$ cat src/kmdg_pkg.sv
package kmdg_pkg;

  localparam int unsigned ROW_W     = 8;
  localparam int unsigned OUT_ROW_W = 5;
  localparam int unsigned SETTLE_W  = 7;

  localparam logic [SETTLE_W-1:0] SETTLE_CAP          = 7'd100;
  localparam logic [SETTLE_W-1:0] SETTLE_TARGET_RESET = 7'd5;
  localparam logic [SETTLE_W-1:0] SETTLE_COUNT_RESET  = 7'd10;

  typedef struct packed {
    logic [ROW_W-1:0] row_bits;
    logic             scan_end;
  } in_item_t;

  typedef struct packed {
    logic [OUT_ROW_W-1:0] out_row;
    logic [ROW_W-1:0]     out_bits;
    logic                 ghost_seen;
    logic                 all_released;
    logic                 report_last;
  } out_item_t;

  typedef enum logic [1:0] {
    ST_SCAN,
    ST_GHOST,
    ST_EMIT
  } state_e;

  typedef struct packed {
    logic take;
    logic ghost_step;
    logic emit_load;
  } cmd_t;

  typedef struct packed {
    logic settled;
    logic idx_first;
    logic idx_last;
    logic out_free;
  } sts_t;

endpackage

$ cat src/kmdg_ctrl.sv
module kmdg_ctrl (
  input  logic             clk_i,
  input  logic             rst_ni,
  input  logic             in_valid_i,
  output logic             in_ready_o,
  input  kmdg_pkg::sts_t   sts_i,
  output kmdg_pkg::cmd_t   cmd_o
);

  kmdg_pkg::state_e state_q, state_d;

  always_ff @(posedge clk_i or negedge rst_ni) begin
    if (!rst_ni) begin
      state_q <= kmdg_pkg::ST_SCAN;
    end else begin
      state_q <= state_d;
    end
  end

  always_comb begin
    state_d = state_q;
    unique case (state_q)
      kmdg_pkg::ST_SCAN: begin
        if (in_valid_i && sts_i.settled) state_d = kmdg_pkg::ST_GHOST;
      end
      kmdg_pkg::ST_GHOST: begin
        if (sts_i.idx_first) state_d = kmdg_pkg::ST_EMIT;
      end
      kmdg_pkg::ST_EMIT: begin
        if (sts_i.out_free && sts_i.idx_last) state_d = kmdg_pkg::ST_SCAN;
      end
      default: state_d = kmdg_pkg::ST_SCAN;
    endcase
  end

  always_comb begin
    in_ready_o = 1'b0;
    cmd_o      = '0;
    unique case (state_q)
      kmdg_pkg::ST_SCAN: begin
        in_ready_o   = 1'b1;
        cmd_o.take   = in_valid_i;
      end
      kmdg_pkg::ST_GHOST: begin
        cmd_o.ghost_step = 1'b1;
      end
      kmdg_pkg::ST_EMIT: begin
        cmd_o.emit_load = sts_i.out_free;
      end
      default: begin
        in_ready_o = 1'b0;
      end
    endcase
  end

endmodule

$ cat src/kmdg_datapath.sv
module kmdg_datapath #(
  parameter int unsigned ROW_COUNT = 17,
  parameter int unsigned COL_COUNT = 8
) (
  input  logic                               clk_i,
  input  logic                               rst_ni,
  input  kmdg_pkg::in_item_t                 in_data_i,
  input  logic                               out_ready_i,
  output logic                               out_valid_o,
  output kmdg_pkg::out_item_t                out_data_o,
  input  logic                               cfg_we_i,
  input  logic [kmdg_pkg::SETTLE_W-1:0]      cfg_data_i,
  input  kmdg_pkg::cmd_t                     cmd_i,
  output kmdg_pkg::sts_t                     sts_o
);

  localparam int unsigned IdxW    = (ROW_COUNT > 1) ? $clog2(ROW_COUNT) : 1;
  localparam int unsigned PosW    = $clog2(ROW_COUNT + 1);
  localparam int unsigned ColW    = COL_COUNT;
  localparam int unsigned RowW    = kmdg_pkg::ROW_W;
  localparam int unsigned OutRowW = kmdg_pkg::OUT_ROW_W;
  localparam int unsigned SetW    = kmdg_pkg::SETTLE_W;
  localparam logic [PosW-1:0] PosLimit = PosW'(ROW_COUNT);
  localparam logic [IdxW-1:0] IdxLast  = IdxW'(ROW_COUNT - 1);

  logic [ColW-1:0] live_q [ROW_COUNT];
  logic [ColW-1:0] rep_q  [ROW_COUNT];

  logic [PosW-1:0] pos_q;
  logic [IdxW-1:0] idx_q;
  logic [SetW-1:0] cnt_q, cnt_d;
  logic [SetW-1:0] target_q;
  logic            changed_q;
  logic            ghost_q, ghost_d;
  logic [ColW-1:0] below_q, below_d;
  logic [ColW-1:0] or_q, or_d;
  logic            any_q;
  logic            out_valid_q;
  kmdg_pkg::out_item_t out_q;

  logic [ColW-1:0] bits;
  logic            pos_ok;
  logic [IdxW-1:0] rd_idx;
  logic [ColW-1:0] rd_row;
  logic            row_diff;
  logic            changed_any;
  logic [ColW-1:0] upper;

  assign bits   = in_data_i.row_bits[ColW-1:0];
  assign pos_ok = pos_q < PosLimit;
  assign rd_idx = cmd_i.ghost_step ? idx_q : pos_q[IdxW-1:0];
  assign rd_row = live_q[rd_idx];

  assign row_diff    = pos_ok && (rd_row != bits);
  assign changed_any = changed_q || row_diff;

  always_comb begin
    if (changed_any) begin
      cnt_d = '0;
    end else if (cnt_q < kmdg_pkg::SETTLE_CAP) begin
      cnt_d = cnt_q + SetW'(1);
    end else begin
      cnt_d = cnt_q;
    end
  end

  assign upper   = rd_row & (rd_row - ColW'(1));
  assign ghost_d = ghost_q || ((upper & below_q) != '0);
  assign below_d = below_q | rd_row;
  assign or_d    = or_q | rd_row;

  assign sts_o.settled   = in_data_i.scan_end && (cnt_d == target_q);
  assign sts_o.idx_first = (idx_q == '0);
  assign sts_o.idx_last  = (idx_q == IdxLast);
  assign sts_o.out_free  = !out_valid_q || out_ready_i;

  always_ff @(posedge clk_i or negedge rst_ni) begin
    if (!rst_ni) begin
      target_q <= kmdg_pkg::SETTLE_TARGET_RESET;
    end else if (cfg_we_i) begin
      target_q <= cfg_data_i;
    end
  end

  always_ff @(posedge clk_i or negedge rst_ni) begin
    if (!rst_ni) begin
      for (int r = 0; r < ROW_COUNT; r++) begin
        live_q[r] <= '0;
      end
      pos_q     <= '0;
      cnt_q     <= kmdg_pkg::SETTLE_COUNT_RESET;
      changed_q <= 1'b0;
    end else if (cmd_i.take) begin
      if (row_diff) begin
        live_q[pos_q[IdxW-1:0]] <= bits;
      end
      if (in_data_i.scan_end) begin
        cnt_q     <= cnt_d;
        changed_q <= 1'b0;
        pos_q     <= '0;
      end else begin
        changed_q <= changed_any;
        if (pos_ok) begin
          pos_q <= pos_q + PosW'(1);
        end
      end
    end
  end

  always_ff @(posedge clk_i or negedge rst_ni) begin
    if (!rst_ni) begin
      for (int r = 0; r < ROW_COUNT; r++) begin
        rep_q[r] <= '0;
      end
      idx_q   <= '0;
      ghost_q <= 1'b0;
      below_q <= '0;
      or_q    <= '0;
      any_q   <= 1'b0;
    end else begin
      if (cmd_i.take && sts_o.settled) begin
        idx_q   <= IdxLast;
        ghost_q <= 1'b0;
        below_q <= '0;
        or_q    <= '0;
      end else if (cmd_i.ghost_step) begin
        ghost_q <= ghost_d;
        below_q <= below_d;
        or_q    <= or_d;
        if (sts_o.idx_first) begin
          if (!ghost_d) begin
            for (int r = 0; r < ROW_COUNT; r++) begin
              rep_q[r] <= live_q[r];
            end
            any_q <= (or_d != '0);
          end
        end else begin
          idx_q <= idx_q - IdxW'(1);
        end
      end else if (cmd_i.emit_load) begin
        idx_q <= idx_q + IdxW'(1);
      end
    end
  end

  always_ff @(posedge clk_i or negedge rst_ni) begin
    if (!rst_ni) begin
      out_valid_q <= 1'b0;
    end else if (cmd_i.emit_load) begin
      out_valid_q <= 1'b1;
    end else if (out_ready_i) begin
      out_valid_q <= 1'b0;
    end
  end

  always_ff @(posedge clk_i) begin
    if (cmd_i.emit_load) begin
      out_q.out_row      <= OutRowW'(idx_q);
      out_q.out_bits     <= RowW'(rep_q[idx_q]);
      out_q.ghost_seen   <= ghost_q;
      out_q.all_released <= !any_q;
      out_q.report_last  <= sts_o.idx_last;
    end
  end

  assign out_valid_o = out_valid_q;
  assign out_data_o  = out_q;

endmodule

$ cat src/key_matrix_debounce_ghost_filter.sv
// Rows are taken one per cycle while scanning; the scan-end row of a settled
// scan starts a ghost pass over the stored rows (one stored row per cycle,
// last row first) and then a report burst of ROW_COUNT results, one per cycle
// when the sink is ready. Input is held off during that pass and burst.
// Reset: matrices zero, settle count 10, settle target 5, no result pending.
module key_matrix_debounce_ghost_filter #(
  parameter int unsigned ROW_COUNT = 17,
  parameter int unsigned COL_COUNT = 8
) (
  input  logic                          clk_i,
  input  logic                          rst_ni,
  input  logic                          in_valid_i,
  output logic                          in_ready_o,
  input  kmdg_pkg::in_item_t            in_data_i,
  output logic                          out_valid_o,
  input  logic                          out_ready_i,
  output kmdg_pkg::out_item_t           out_data_o,
  input  logic                          cfg_we_i,
  input  logic [kmdg_pkg::SETTLE_W-1:0] cfg_data_i
);

  kmdg_pkg::cmd_t cmd;
  kmdg_pkg::sts_t sts;

  kmdg_ctrl u_ctrl (
    .clk_i      (clk_i),
    .rst_ni     (rst_ni),
    .in_valid_i (in_valid_i),
    .in_ready_o (in_ready_o),
    .sts_i      (sts),
    .cmd_o      (cmd)
  );

  kmdg_datapath #(
    .ROW_COUNT (ROW_COUNT),
    .COL_COUNT (COL_COUNT)
  ) u_datapath (
    .clk_i       (clk_i),
    .rst_ni      (rst_ni),
    .in_data_i   (in_data_i),
    .out_ready_i (out_ready_i),
    .out_valid_o (out_valid_o),
    .out_data_o  (out_data_o),
    .cfg_we_i    (cfg_we_i),
    .cfg_data_i  (cfg_data_i),
    .cmd_i       (cmd),
    .sts_o       (sts)
  );

endmodule

$ cat config.mk
export PLATFORM = sky130hd
export DESIGN_NAME = key_matrix_debounce_ghost_filter
export DESIGN_NICKNAME = d
export VERILOG_FILES = /design/src/kmdg_pkg.sv /design/src/kmdg_ctrl.sv /design/src/kmdg_datapath.sv /design/src/key_matrix_debounce_ghost_filter.sv
export SDC_FILE = /design/constraint.sdc
export NUM_CORES = 1
export LEC_CHECK = 0
export BUFFER_PORTS_ARGS = -buffer_cell sky130_fd_sc_hd__buf_2
export CORE_MARGIN = 5
export CORE_UTILIZATION = 61
export CTS_CLUSTER_DIAMETER = 150
export CTS_CLUSTER_SIZE = 40
export DETAILED_ROUTE_END_ITERATION = 6
export PLACE_DENSITY_LB_ADDON = 0.05
export RECOVER_POWER = 50
export SYNTH_ARGS = -nofsm -noshare
export SYNTH_HDL_FRONTEND = slang
export SYNTH_SLANG_ARGS = --single-unit
$ cat constraint.sdc
create_clock -name clk_i -period 8 [get_ports clk_i]
set_clock_uncertainty 0.1 [all_clocks]
set_input_delay 0 -clock clk_i [delete_from_list [all_inputs] [get_ports clk_i]]
set_output_delay 0 -clock clk_i [all_outputs]
set_load 0.02 [all_outputs]
==> results of run 1 <==
-- stage by stage --
stage	hold slack, ns	util	cell area [um^2]	power, uW
detailed placement	0.05620	0.6380	17290	2549
floorplan	-0.3956	-	16850	2329
global route	0.04251	0.6596	17870	3478
CTS	0.01751	0.6611	17920	3373
global placement	0.03878	0.6380	17290	2544
finish	0.004442	0.6596	17870	3351
-- repair_timing --
action | in CTS | in global routing
endpoints found under the hold margin | 209 | 0
hold buffers | 26 | 0
endpoints found under the setup margin | 0 | 0
-- synth_stat cells, types with 5 or more instances --
cell        n
o21ai_0    26
clkbuf_1   44
a22o_1     10
xor2_1      6
nand4_1     5
mux2_2    279
a31oi_1    13
edfxtp_1   16
nor3_1     14
nand2b_1   11
buf_1       9
ha_1        8
nand2_1    42
mux2i_1   119
nor4_1     10
nor2_1     98
mux4_2     40
o31ai_1     8
o32ai_1    18
buf_2      28
a211oi_1   19
inv_1      29
a21oi_1    28
xnor2_1     8
nand3_2     9
nand3_1    12
dfrtp_1   313
-- layer usage --
metal | vias up | share of wire
met4 | 0 | 0.029
met1 | 5766 | 0.46
met3 | 69 | 0.060
met5 | - | 0
li1 | 4915 | -
met2 | 329 | 0.46
-- power groups by stage --
| stage | registers [uW] | clock network [uW] | logic (uW) |
|---|---|---|---|
| 3_5_place_dp | 1890 | 0 | 659 |
| 4_1_cts | 1860 | 844 | 671 |
| 2_1_floorplan | 1820 | 0 | 510 |
| 6_report | 1860 | 826 | 667 |
| 3_3_place_gp | 1890 | 0 | 656 |
| 5_1_grt | 1870 | 898 | 712 |
-- flip-flops by register name, summed over array words and instances (netlist names) --
name,cells
u_datapath.rep_q,136
u_datapath.idx_q,5
u_datapath.pos_q,5
u_datapath.out_valid_o,1
u_datapath.any_q,1
u_datapath.changed_q,1
u_datapath.target_q,7
u_ctrl.state_q,2
u_datapath.ghost_q,1
u_datapath.below_q,7
u_datapath.out_data_o,16
u_datapath.live_q,136
u_datapath.cnt_q,7
u_datapath.or_q,8
-- path summary, 6_finish.rpt --
path | to | slack (ns)
max | u_datapath.live_q[58] | 1.52
min | u_datapath.cnt_q[2] | 0.004
max reg2reg | u_datapath.live_q[58] | 1.52
min reg2reg | u_datapath.rep_q[42] | 0.41
max in group asynchronous | u_datapath.rep_q[16] | 3.65
min in group clk_i | u_datapath.live_q[2] | 0.03
-- cells by family (layout without fill, tap and decap cells) --
group / after synthesis / count (layout) / share of synthesized area
buffers and inverters: 118 / 128 / 0.03021
AO/OA/AOI/OAI: 171 / 171 / 0.07320
multiplexers: 439 / 439 / 0.3119
AND/OR/NAND/NOR: 238 / 238 / 0.07083
adder cells (fa/ha/maj): 9 / 9 / 0.007127
XOR/XNOR: 14 / 14 / 0.007276
flip-flops: 333 / 333 / 0.4995
-- cell type report --
| class | count | area [um^2] | area share |
|---|---|---|---|
| multi-input combinational | 871 | 7934 | 0.4439 |
| timing repair buffer | 81 | 571.8 | 0.03199 |
| clock inverter | 1 | 30.03 | 0.001680 |
| sequential | 333 | 8424 | 0.4713 |
| clock buffer | 16 | 336.6 | 0.01883 |
| inverter | 30 | 112.6 | 0.006300 |
| tap | 372 | 465.4 | 0.02604 |
==> impl_results.md, run 1 <==
* FMAX at ~150 MHz
* Core ar. at 27,100 um^2
* Yosys cell types at a little under 80
* CP max stage delay at approximately 0.99 ns
* Placed Instances at about 1,700
* EDFF count, synth at 16
* Critical Path Sink Type: register
* Relative slew slack at -1.383
* Switching fraction of total power at 0.3065
* Met1 Usage GRT at 0.4102
* Share of cells above drive strength 1 at 0.2973
* Post-Synthesis Cells at ~1,300
* GR Util met3 at 0.04732
* CP Max Fanout at 20
* DRT Pass-1 Iters at 6
* Worst skew pair latency at 0.53 ns
* Final net count at about 1,400
* Cts repair resizes at 0
* Final setup vio count at 0
* Final Wtd Congestion at 1.012
* Clock share of power at 0.246
* Worst VDD drop at about 0.16 mV
* FF-to-FF path depth at 11
* GR peak layer: met2
* DR vias/cell at 6.502
* ANT cells at 0
* Largest net degree at the start of global routing at 146
* Worst path buffer plus inverter count at 1
* Ranking of synthesized cells by area: dfrtp_1 46%, mux2_2 19%, mux2i_1 7.1%
* CP Data Arrival Time at about 6.7 ns
* Post-CTS Setup Repair Bufs at 0
* Net Count, Synth at about 1,400
* Path length in cells of the critical path at 11
* Die footprint at between 30,000 and 40,000 um^2
* CTS buffer count at 12
* Chip height at around 180 um
* DR iter-0 viols at about 1,000
* Worst-case clock buffer depth at 3
* Vias at approximately 11,000
* First-pass GRT wire length at roughly 67 mm
* R2r startpoint: u_datapath.idx_q[2]
* Antenna violations before repair at 0
* Final Hold Vio Count at 0
* CP Launch Type: register
* Leak at roughly 0.008 uW
* Register bit total from synthesis at roughly 330
* Worst Max-Slew Pin Slew at between 3 and 4 ns
* Worst Setup SP: u_datapath.idx_q[2]
* Clk slew on worst S/H paths at about 0.14 ns
* Filler Cell Count at just over 2,000
* DP Worst Slack at roughly 1.8 ns
* IO Port Bufs at 38
* Sink Count at roughly 330
* Critical path's top delay family: compound AO/OA/AOI/OAI gates
* GRT Total Usage at 0.2766
* Die X at roughly 180 um
* Worst min path class: in2async
* Worst-path cell with the longest stage delay: clkbuf_1
* Top_reg_cell synth: dfrtp_1
* Final setup margin at 1.524 ns
* MaxCap Viol Count at 1
* Vias in the first global route at around 11,000
* Async S/R FF share, synth at 0.9520
* Residual DRC count at 0
* Gate power share at 0.199
* ANT nets after route at 0
* Cell Area, Synth at about 17,000 um^2
* RSZ-0062 raised after global routing: false
* WP data required at 8.26 ns
* Setup TNS at 0 ns
* Hpwl dp at 28.58 mm
* Clk Tree Root Cell: clkbuf_16
* Layout Area Growth over Synthesis at 6.058%
* Pint at 2324 uW
* Critical path class: reg2reg
* Flop pwr share at 0.555
* Share of the synthesized area in the top cell type at 0.4647
* Initial Utilization at 0.6219
* GR Layer Usage met2 at 0.4299
* Avg WL per Cell at 25.14 um
* Post-synthesis sequential area ratio at 0.4995
* Fin cells at around 1,700
* Yosys warning count at 0
* Drt total wl at around 43 mm
* Std-Cell Rows at 60
* Power per Cell Area at about 190 nW/um^2
* Most common cell after layout, fill and taps aside: dfrtp_1
* Syn Area/Cell at 12.75 um^2
* Outcome: finished with violations
* I/O Pins at 39
* GRT overflow at 0
* Cell-by-cell trace of the critical path: clkbuf_1 -> nor4b_1 -> a31oi_1 -> a211oi_1 -> o41ai_1 -> o311ai_0 -> o2111ai_1 -> nor2_1 -> nor2_2 -> nand3_1 -> mux2_2
* Most frequent cells in the layout: 310 x dfrtp_1, 279 x mux2_2, 119 x mux2i_1
* CTS tree: yes
* Area leader, netlist: dfrtp_1
* H-tree depth at 1
* Crit share post-route at 0.8095
* Tmin final at 6.476 ns
* Violations in the final reports: max-capacitance violations, max-slew violations
* NetSw at 1027 uW
* Max Slew Vio Count at roughly 150
No activity file was read; power rests on OpenSTA's default activity.
==> inputs of run 2 (changes only) <==
- ABC_AREA: not set -> 1
- clock period: 8 -> 6.55 ns (I/O delays scaled with it)
==> impl_results.md, run 2 <==
* Setup TNS at 0 ns (unchanged)
* Outcome: finished with violations
* WP data required at 6.85 ns (-1.41 ns)
* Flip-flop and latch area at 8419 um^2 (about the same)
* Max Slew Vio Count at 136 (-6.8%)
* MaxCap Viol Count at 2 (+1)
* Worst Max-Slew Pin Slew at 3.752 ns (+0.1780 ns)
* Critical Path Sink Type: register
* Net Count, Synth at 1,981 (+47%)
* Chip height at 170.7 um (-3.1%)
* H-tree depth at 1 (unchanged)
* Drt total wl at 47.19 mm (+10%)
* RSZ-0062 raised after global routing: false
* DR vias/cell at 6.070 (-6.6%)
* ANT cells at 0 (unchanged)
* Top-count cell post-synth: nand2_1
* Cts repair resizes at 0 (unchanged)
* Yosys cell types at 44 (-44%)
* GRT overflow at 0 (unchanged)
* DRT Pass-1 Iters at 6 (unchanged)
* Avg WL per Cell at 20.74 um (-17%)
* Die X at 170.7 um (-3.1%)
* Crit share post-route at 0.8433 (+0.03380)
* Worst VDD drop at 0.4487 mV (+180%)
* First-pass GRT wire length at 75.39 mm (+13%)
* CTS buffer count at 12 (unchanged)
* Most common cell after layout, fill and taps aside: nand2_1
* Top post-synthesis cells by count: 605 x nand2_1, 313 x dfrtp_1, 256 x nand3_1
* Power per Cell Area at 370.4 nW/um^2 (+98%)
* Violations in the final reports: max-capacitance violations, max-slew violations
* Share of the synthesized area in the top cell type at 0.4971 (+0.03237)
* Worst min path class: in2reg
* Share of cells above drive strength 1 at 0.04627 (-0.2510)
* Critical path class: reg2reg
* Worst skew pair latency at 0.53 ns (about the same)
* DR iter-0 viols at 1,928 (+94%)
* Clk slew on worst S/H paths at 0.15 ns (about the same)
* IO Port Bufs at 38 (unchanged)
* Vias in the first global route at 13,200 (+20%)
* Hpwl dp at 29.83 mm (+4.4%)
* CTS tree: yes
* ANT nets after route at 0 (unchanged)
* CP Launch Type: register
* Fin cells at 2,275 (+34%)
* Residual DRC count at 0 (unchanged)
* EDFF count, synth at 16 (unchanged)
* CP Max Fanout at 27 (+35%)
* Layout Area Growth over Synthesis at 5.837%
* Top_reg_cell synth: dfrtp_1
* Final setup vio count at 0 (unchanged)
* I/O Pins at 39 (unchanged)
* Relative slew slack at -1.501 (-0.1187)
* GR Layer Usage met2 at 0.5026 (+0.07270)
* Core ar. at 25,330 um^2 (-6.5%)
* Std-Cell Rows at 58 (-3.3%)
* Final Hold Vio Count at 0 (unchanged)
* Final Wtd Congestion at 1.013 (about the same)
* Initial Utilization at 0.6221 (about the same)
* Area leader, netlist: dfrtp_1
* Final net count at 1,970 (+45%)
* Cell Area, Synth at 15,760 um^2 (-6.5%)
* Register bit total from synthesis at 333 (unchanged)
* Most frequent cells in the layout: 604 x nand2_1, 312 x dfrtp_1, 256 x nand3_1
* CP Data Arrival Time at 5.82 ns (-0.92 ns)
* GR peak layer: met2
* GR Util met3 at 0.06701 (+0.01968)
* Largest net degree at the start of global routing at 179 (+23%)
* Async S/R FF share, synth at 0.9520 (unchanged)
* Worst-case clock buffer depth at 3 (unchanged)
* Ranking of synthesized cells by area: dfrtp_1 50%, nand2_1 14%, nand3_1 8.1%
* Sink Count at 333 (unchanged)
* Met1 Usage GRT at 0.4885 (+0.07836)
* Placed Instances at 2,228 (+34%)
* Clk Tree Root Cell: clkbuf_16
* Post-synthesis sequential area ratio at 0.5343 (+0.03478)
* Post-Synthesis Cells at 1,951 (+48%)
* FMAX at 181.0 MHz (+17%)
* Yosys warning count at 0 (unchanged)
* Syn Area/Cell at 8.076 um^2 (-37%)
* Tmin final at 5.524 ns (-0.9524 ns)
* Antenna violations before repair at 0 (unchanged)
* Leak at 0.007783 uW (-4.4%)
* GRT Total Usage at 0.3295 (+0.05287)
* Die footprint at 29,140 um^2 (-6.2%)
* Filler Cell Count at 2,221 (+8.6%)
* Area of the multi-input gates at 6426 um^2 (-19%)
* Vias at 13,810 (+25%)
-- run 2: report_power, final --
part	switching (uW)	internal, uW
registers	125	2230
clock network	640	382
logic	2090	717
-- run 2: layout make-up --
| type | count | share of cell area |
|---|---|---|
| flip-flops and latches | 333 | 0.5049 |
| multi-input cells | 1396 | 0.3854 |
| repair buffers | 92 | 0.03894 |
| well taps | 330 | 0.02476 |
| inverters | 105 | 0.02363 |
| clock buffers | 18 | 0.02063 |
| clock inverters | 1 | 0.001801 |
-- run 2: final timing paths --
path | from | endpoint | slack [ns] | cells after the start
min reg2reg | u_datapath.rep_q[24] | u_datapath.rep_q[24] | 0.39 | 2
max reg2reg | u_ctrl.state_q[1] | u_datapath.live_q[118] | 1.03 | 20
min in group asynchronous | rst_ni | u_datapath.rep_q[108] | 0.55 | 3
min | out_ready_i | u_datapath.out_valid_o | 0.08 | 3
max | u_ctrl.state_q[1] | u_datapath.live_q[118] | 1.03 | 20
max in group asynchronous | rst_ni | u_datapath.idx_q[0] | 1.70 | 4
-- run 2: critical path: stages (launching register included) --
cell and delay (ns):
dfrtp_1 0.41, inv_2 0.09, nand2_2 0.29, nand2_2 0.40, nand2_2 0.43, buf_4 0.39, nor3_4 0.34, nand3_1 0.11
nand2_1 0.10, nand3_1 0.24, nand2_1 0.12, nand2_1 0.11, nand2_1 0.07, nor2_1 0.04, nand2_1 0.10, nand2_1 0.31
nor2_2 0.52, inv_2 0.08, nor2_1 0.23, nand2_1 0.51, o21ai_0 0.35
-- run 2: logic make-up (layout without fill, tap and decap cells) --
family,Yosys count,count (layout),share of synthesized area
AND/OR/NAND/NOR,1043,1043,0.2775
AO/OA/AOI/OAI,335,335,0.1161
flip-flops,333,333,0.5343
buffers and inverters,222,216,0.05924
adder cells (fa/ha/maj),9,9,0.007624
XOR/XNOR,7,7,0.003891
multiplexers,2,2,0.001429
-- run 2: per-layer routing --
metal / vias up / wire length (um) / share of wire
met5: - / 0 / 0
met4: 0 / 1105 / 0.023
met3: 80 / 4561 / 0.097
met2: 661 / 20960 / 0.44
met1: 6676 / 20560 / 0.44
li1: 6392 / - / -
-- run 2: metrics by stage --
step	setup WS, ns	instance area, um^2	power [uW]	util	hold slack (ns)
floorplan	3.415	15760	4195	-	-0.3956
global placement	1.376	16070	5098	0.6346	-0.09541
detailed placement	1.275	16070	5109	0.6346	-0.08961
CTS	1.196	16740	6127	0.6612	0.05578
global route	0.6984	16680	6496	0.6584	0.07015
finish	1.026	16680	6177	0.6584	0.07738
-- run 2: repair_timing --
| item | CTS | global route |
|---|---|---|
| hold endpoints to repair | 99 | 0 |
| setup buffers | 0 | 0 |
| hold buffers | 28 | 0 |
==> inputs of run 3 (changes only) <==
- clock period: 6.55 -> 5.6 ns (I/O delays scaled with it)
==> impl_results.md, run 3 (synthesis gave the netlist of run 2 again) <==
* NetSw at 3237 uW (+14%)
* Cts repair resizes at 0 (unchanged)
* CP max stage delay at 0.55 ns (+0.03 ns)
* Final net count at 1,984 (+0.71%)
* Most frequent cells in the layout: 604 x nand2_1, 312 x dfrtp_1, 256 x nand3_1
* Core ar. at 25,330 um^2 (unchanged)
* Vias at 13,800 (-0.036%)
* DR vias/cell at 6.033 (-0.60%)
* Share of cells above drive strength 1 at 0.05414 (+0.007864)
* Worst Max-Slew Pin Slew at 3.717 ns (-0.03434 ns)
* ANT cells at 0 (unchanged)
* Residual DRC count at 0 (unchanged)
* DR iter-0 viols at 1,576 (-18%)
* Chip height at 170.7 um (unchanged)
* Pint at 3965 uW (+19%)
* Antenna violations before repair at 0 (unchanged)
* Initial Utilization at 0.6221 (unchanged)
* First-pass GRT wire length at 72.96 mm (-3.2%)
* Layout Area Growth over Synthesis at 6.384%
* Largest net degree at the start of global routing at 144 (-20%)
* Leak at 0.007842 uW (+0.75%)
* WP data required at 5.93 ns (-0.92 ns)
* Crit share post-route at 0.8909 (+0.04763)
* Power per Cell Area at 429.7 nW/um^2 (+16%)
* Avg WL per Cell at 19.81 um (-4.5%)
* Tmin final at 4.989 ns (-0.5344 ns)
* CTS buffer count at 12 (unchanged)
* Clock share of power at 0.166 (about the same)
* RSZ-0062 raised after global routing: false
* IO Port Bufs at 38 (unchanged)
* Final Wtd Congestion at 0.9853 (-2.7%)
* Hpwl dp at 29.30 mm (-1.8%)
* Top cell by count, worst path: nand2_1
* Gate power share at 0.456 (+0.002)
* Vias in the first global route at 12,920 (-2.1%)
* Sink Count at 333 (unchanged)
* Worst-case clock buffer depth at 3 (unchanged)
* Worst skew pair latency at 0.53 ns (about the same)
* Violations in the final reports: max-capacitance violations, max-slew violations
* Worst Setup SP: u_ctrl.state_q[1]
* ANT nets after route at 0 (unchanged)
* FMAX at 200.4 MHz (+11%)
* Worst path buffer plus inverter count at 3 (unchanged)
* H-tree depth at 1 (unchanged)
* Drt total wl at 45.33 mm (-3.9%)
* Worst VDD drop at 0.5644 mV (+26%)
* MaxCap Viol Count at 5 (+3)
* DRT Pass-1 Iters at 6 (unchanged)
* Setup crit end: u_datapath.live_q[5]
* Clk slew on worst S/H paths at 0.15 ns (about the same)
* Die X at 170.7 um (unchanged)
* GRT Total Usage at 0.3183 (-0.01118)
* CP Launch Type: register
* Die footprint at 29,140 um^2 (unchanged)
* Most common cell after layout, fill and taps aside: nand2_1
* Reg2Reg Setup Slack at 0.61 ns (-0.42 ns)
* Worst-path cell with the longest stage delay: nand4_1
* Final Hold Vio Count at 0 (unchanged)
* R2r startpoint: u_ctrl.state_q[1]
* Clk Tree Root Cell: clkbuf_16
* Critical Path Sink Type: register
* I/O Pins at 39 (unchanged)
* Cell-by-cell trace of the critical path: inv_2 -> nand2_2 -> nand2_2 -> nand2_2 -> buf_4 -> nand2_1 -> nand3_1 -> nand3_1 -> nand2_1 -> nand2_1 -> nand3_1 -> nand2_1 -> nand2_1 -> nand2_1 -> nor2_1 -> nand2_1 -> nand2_1 -> nor2_2 -> buf_4 -> nand4_1 -> o21ai_0
* Critical path class: reg2reg
* FF-to-FF path depth at 21 (+5.0%)
* GRT overflow at 0 (unchanged)
* Setup TNS at 0 ns (unchanged)
* CP Max Fanout at 39 (+44%)
* CTS tree: yes
* Std-Cell Rows at 58 (unchanged)
* Outcome: finished with violations
* Relative slew slack at -1.478 (+0.02290)
* Reg-to-Reg End: u_datapath.live_q[5]
* Max Slew Vio Count at 392 (+190%)
* CP Data Arrival Time at 5.32 ns (-0.50 ns)
* Critical path's top delay family: simple AND/OR/NAND/NOR gates
* Path length in cells of the critical path at 21 (+5.0%)
* Final setup vio count at 0 (unchanged)
* Worst min path class: in2reg
* Flop pwr share at 0.378 (-0.003)
* Switching fraction of total power at 0.4495 (-0.01189)
* Fin util at 0.6618 (+0.003409)
[run 3: cell count changes in the layout (fill, tap and decap cells not counted)]
cell,change
buf_4,+12
clkbuf_2,+4
dlygate4sd3_1,-2
clkbuf_1,-1
[run 3: stage by stage]
step                setup WS, ns  hold WS [ns]  power (uW)  instances  cell area (um^2)
finish                    0.6108       0.03396        7202       2288             16760
global route              0.2411       0.04935        7603       2288             16760
CTS                       0.7829       0.01224        7141       2288             16820
detailed placement        0.8115       0.03911        5946       2245             16200
global placement           1.014       0.03173        5927       2245             16200
floorplan                  2.465       -0.3956        4907       1951             15760
[run 3: worst min-delay path by stage]
stage	startpoint	to	slack (ns)	cells past startpoint
3_5_place_dp	rst_ni	u_datapath.rep_q[81]	0.04	1
3_3_place_gp	rst_ni	u_datapath.rep_q[81]	0.03	1
4_1_cts	in_data_i[8]	u_datapath.live_q[55]	0.01	3
2_1_floorplan	rst_ni	u_ctrl.state_q[0]	-0.40	0
5_1_grt	in_data_i[4]	u_datapath.live_q[91]	0.05	3
6_report	in_data_i[4]	u_datapath.live_q[83]	0.03	3
[run 3: cell type report]
class                   instances  area, um^2
clock buffers                  17       340.3
clock inverters                 1       30.03
fillers                      2203        8564
inverters                     105       394.1
multi-input cells            1396        6426
flip-flops and latches        333        8419
well taps                     330       412.9
repair buffers                106       739.5
[run 3: power by group through the flow]
stage	registers [uW]	logic, uW	clock network [uW]
2_1_floorplan	2810	2090	0
3_3_place_gp	2760	3170	0
3_5_place_dp	2760	3180	0
4_1_cts	2720	3220	1200
5_1_grt	2740	3560	1300
6_report	2720	3290	1190
[run 3: repair_timing]
action,4_1_cts,5_1_grt
buffers inserted,0,0
endpoints found under the hold margin,131,0
hold buffers,25,0
[run 3: worst min-delay path: stages]
cell	delay [ns]
buf_2	0.11
inv_1	0.28
o21ai_1	0.23
[run 3: routing by layer]
layer,wire (um),vias to the layer above,GRT usage
li1,-,6430,-
met1,19720,6613,0.4807
met2,19700,683,0.4766
met3,4551,78,0.06192
met4,1358,0,0.08681
met5,0,-,0
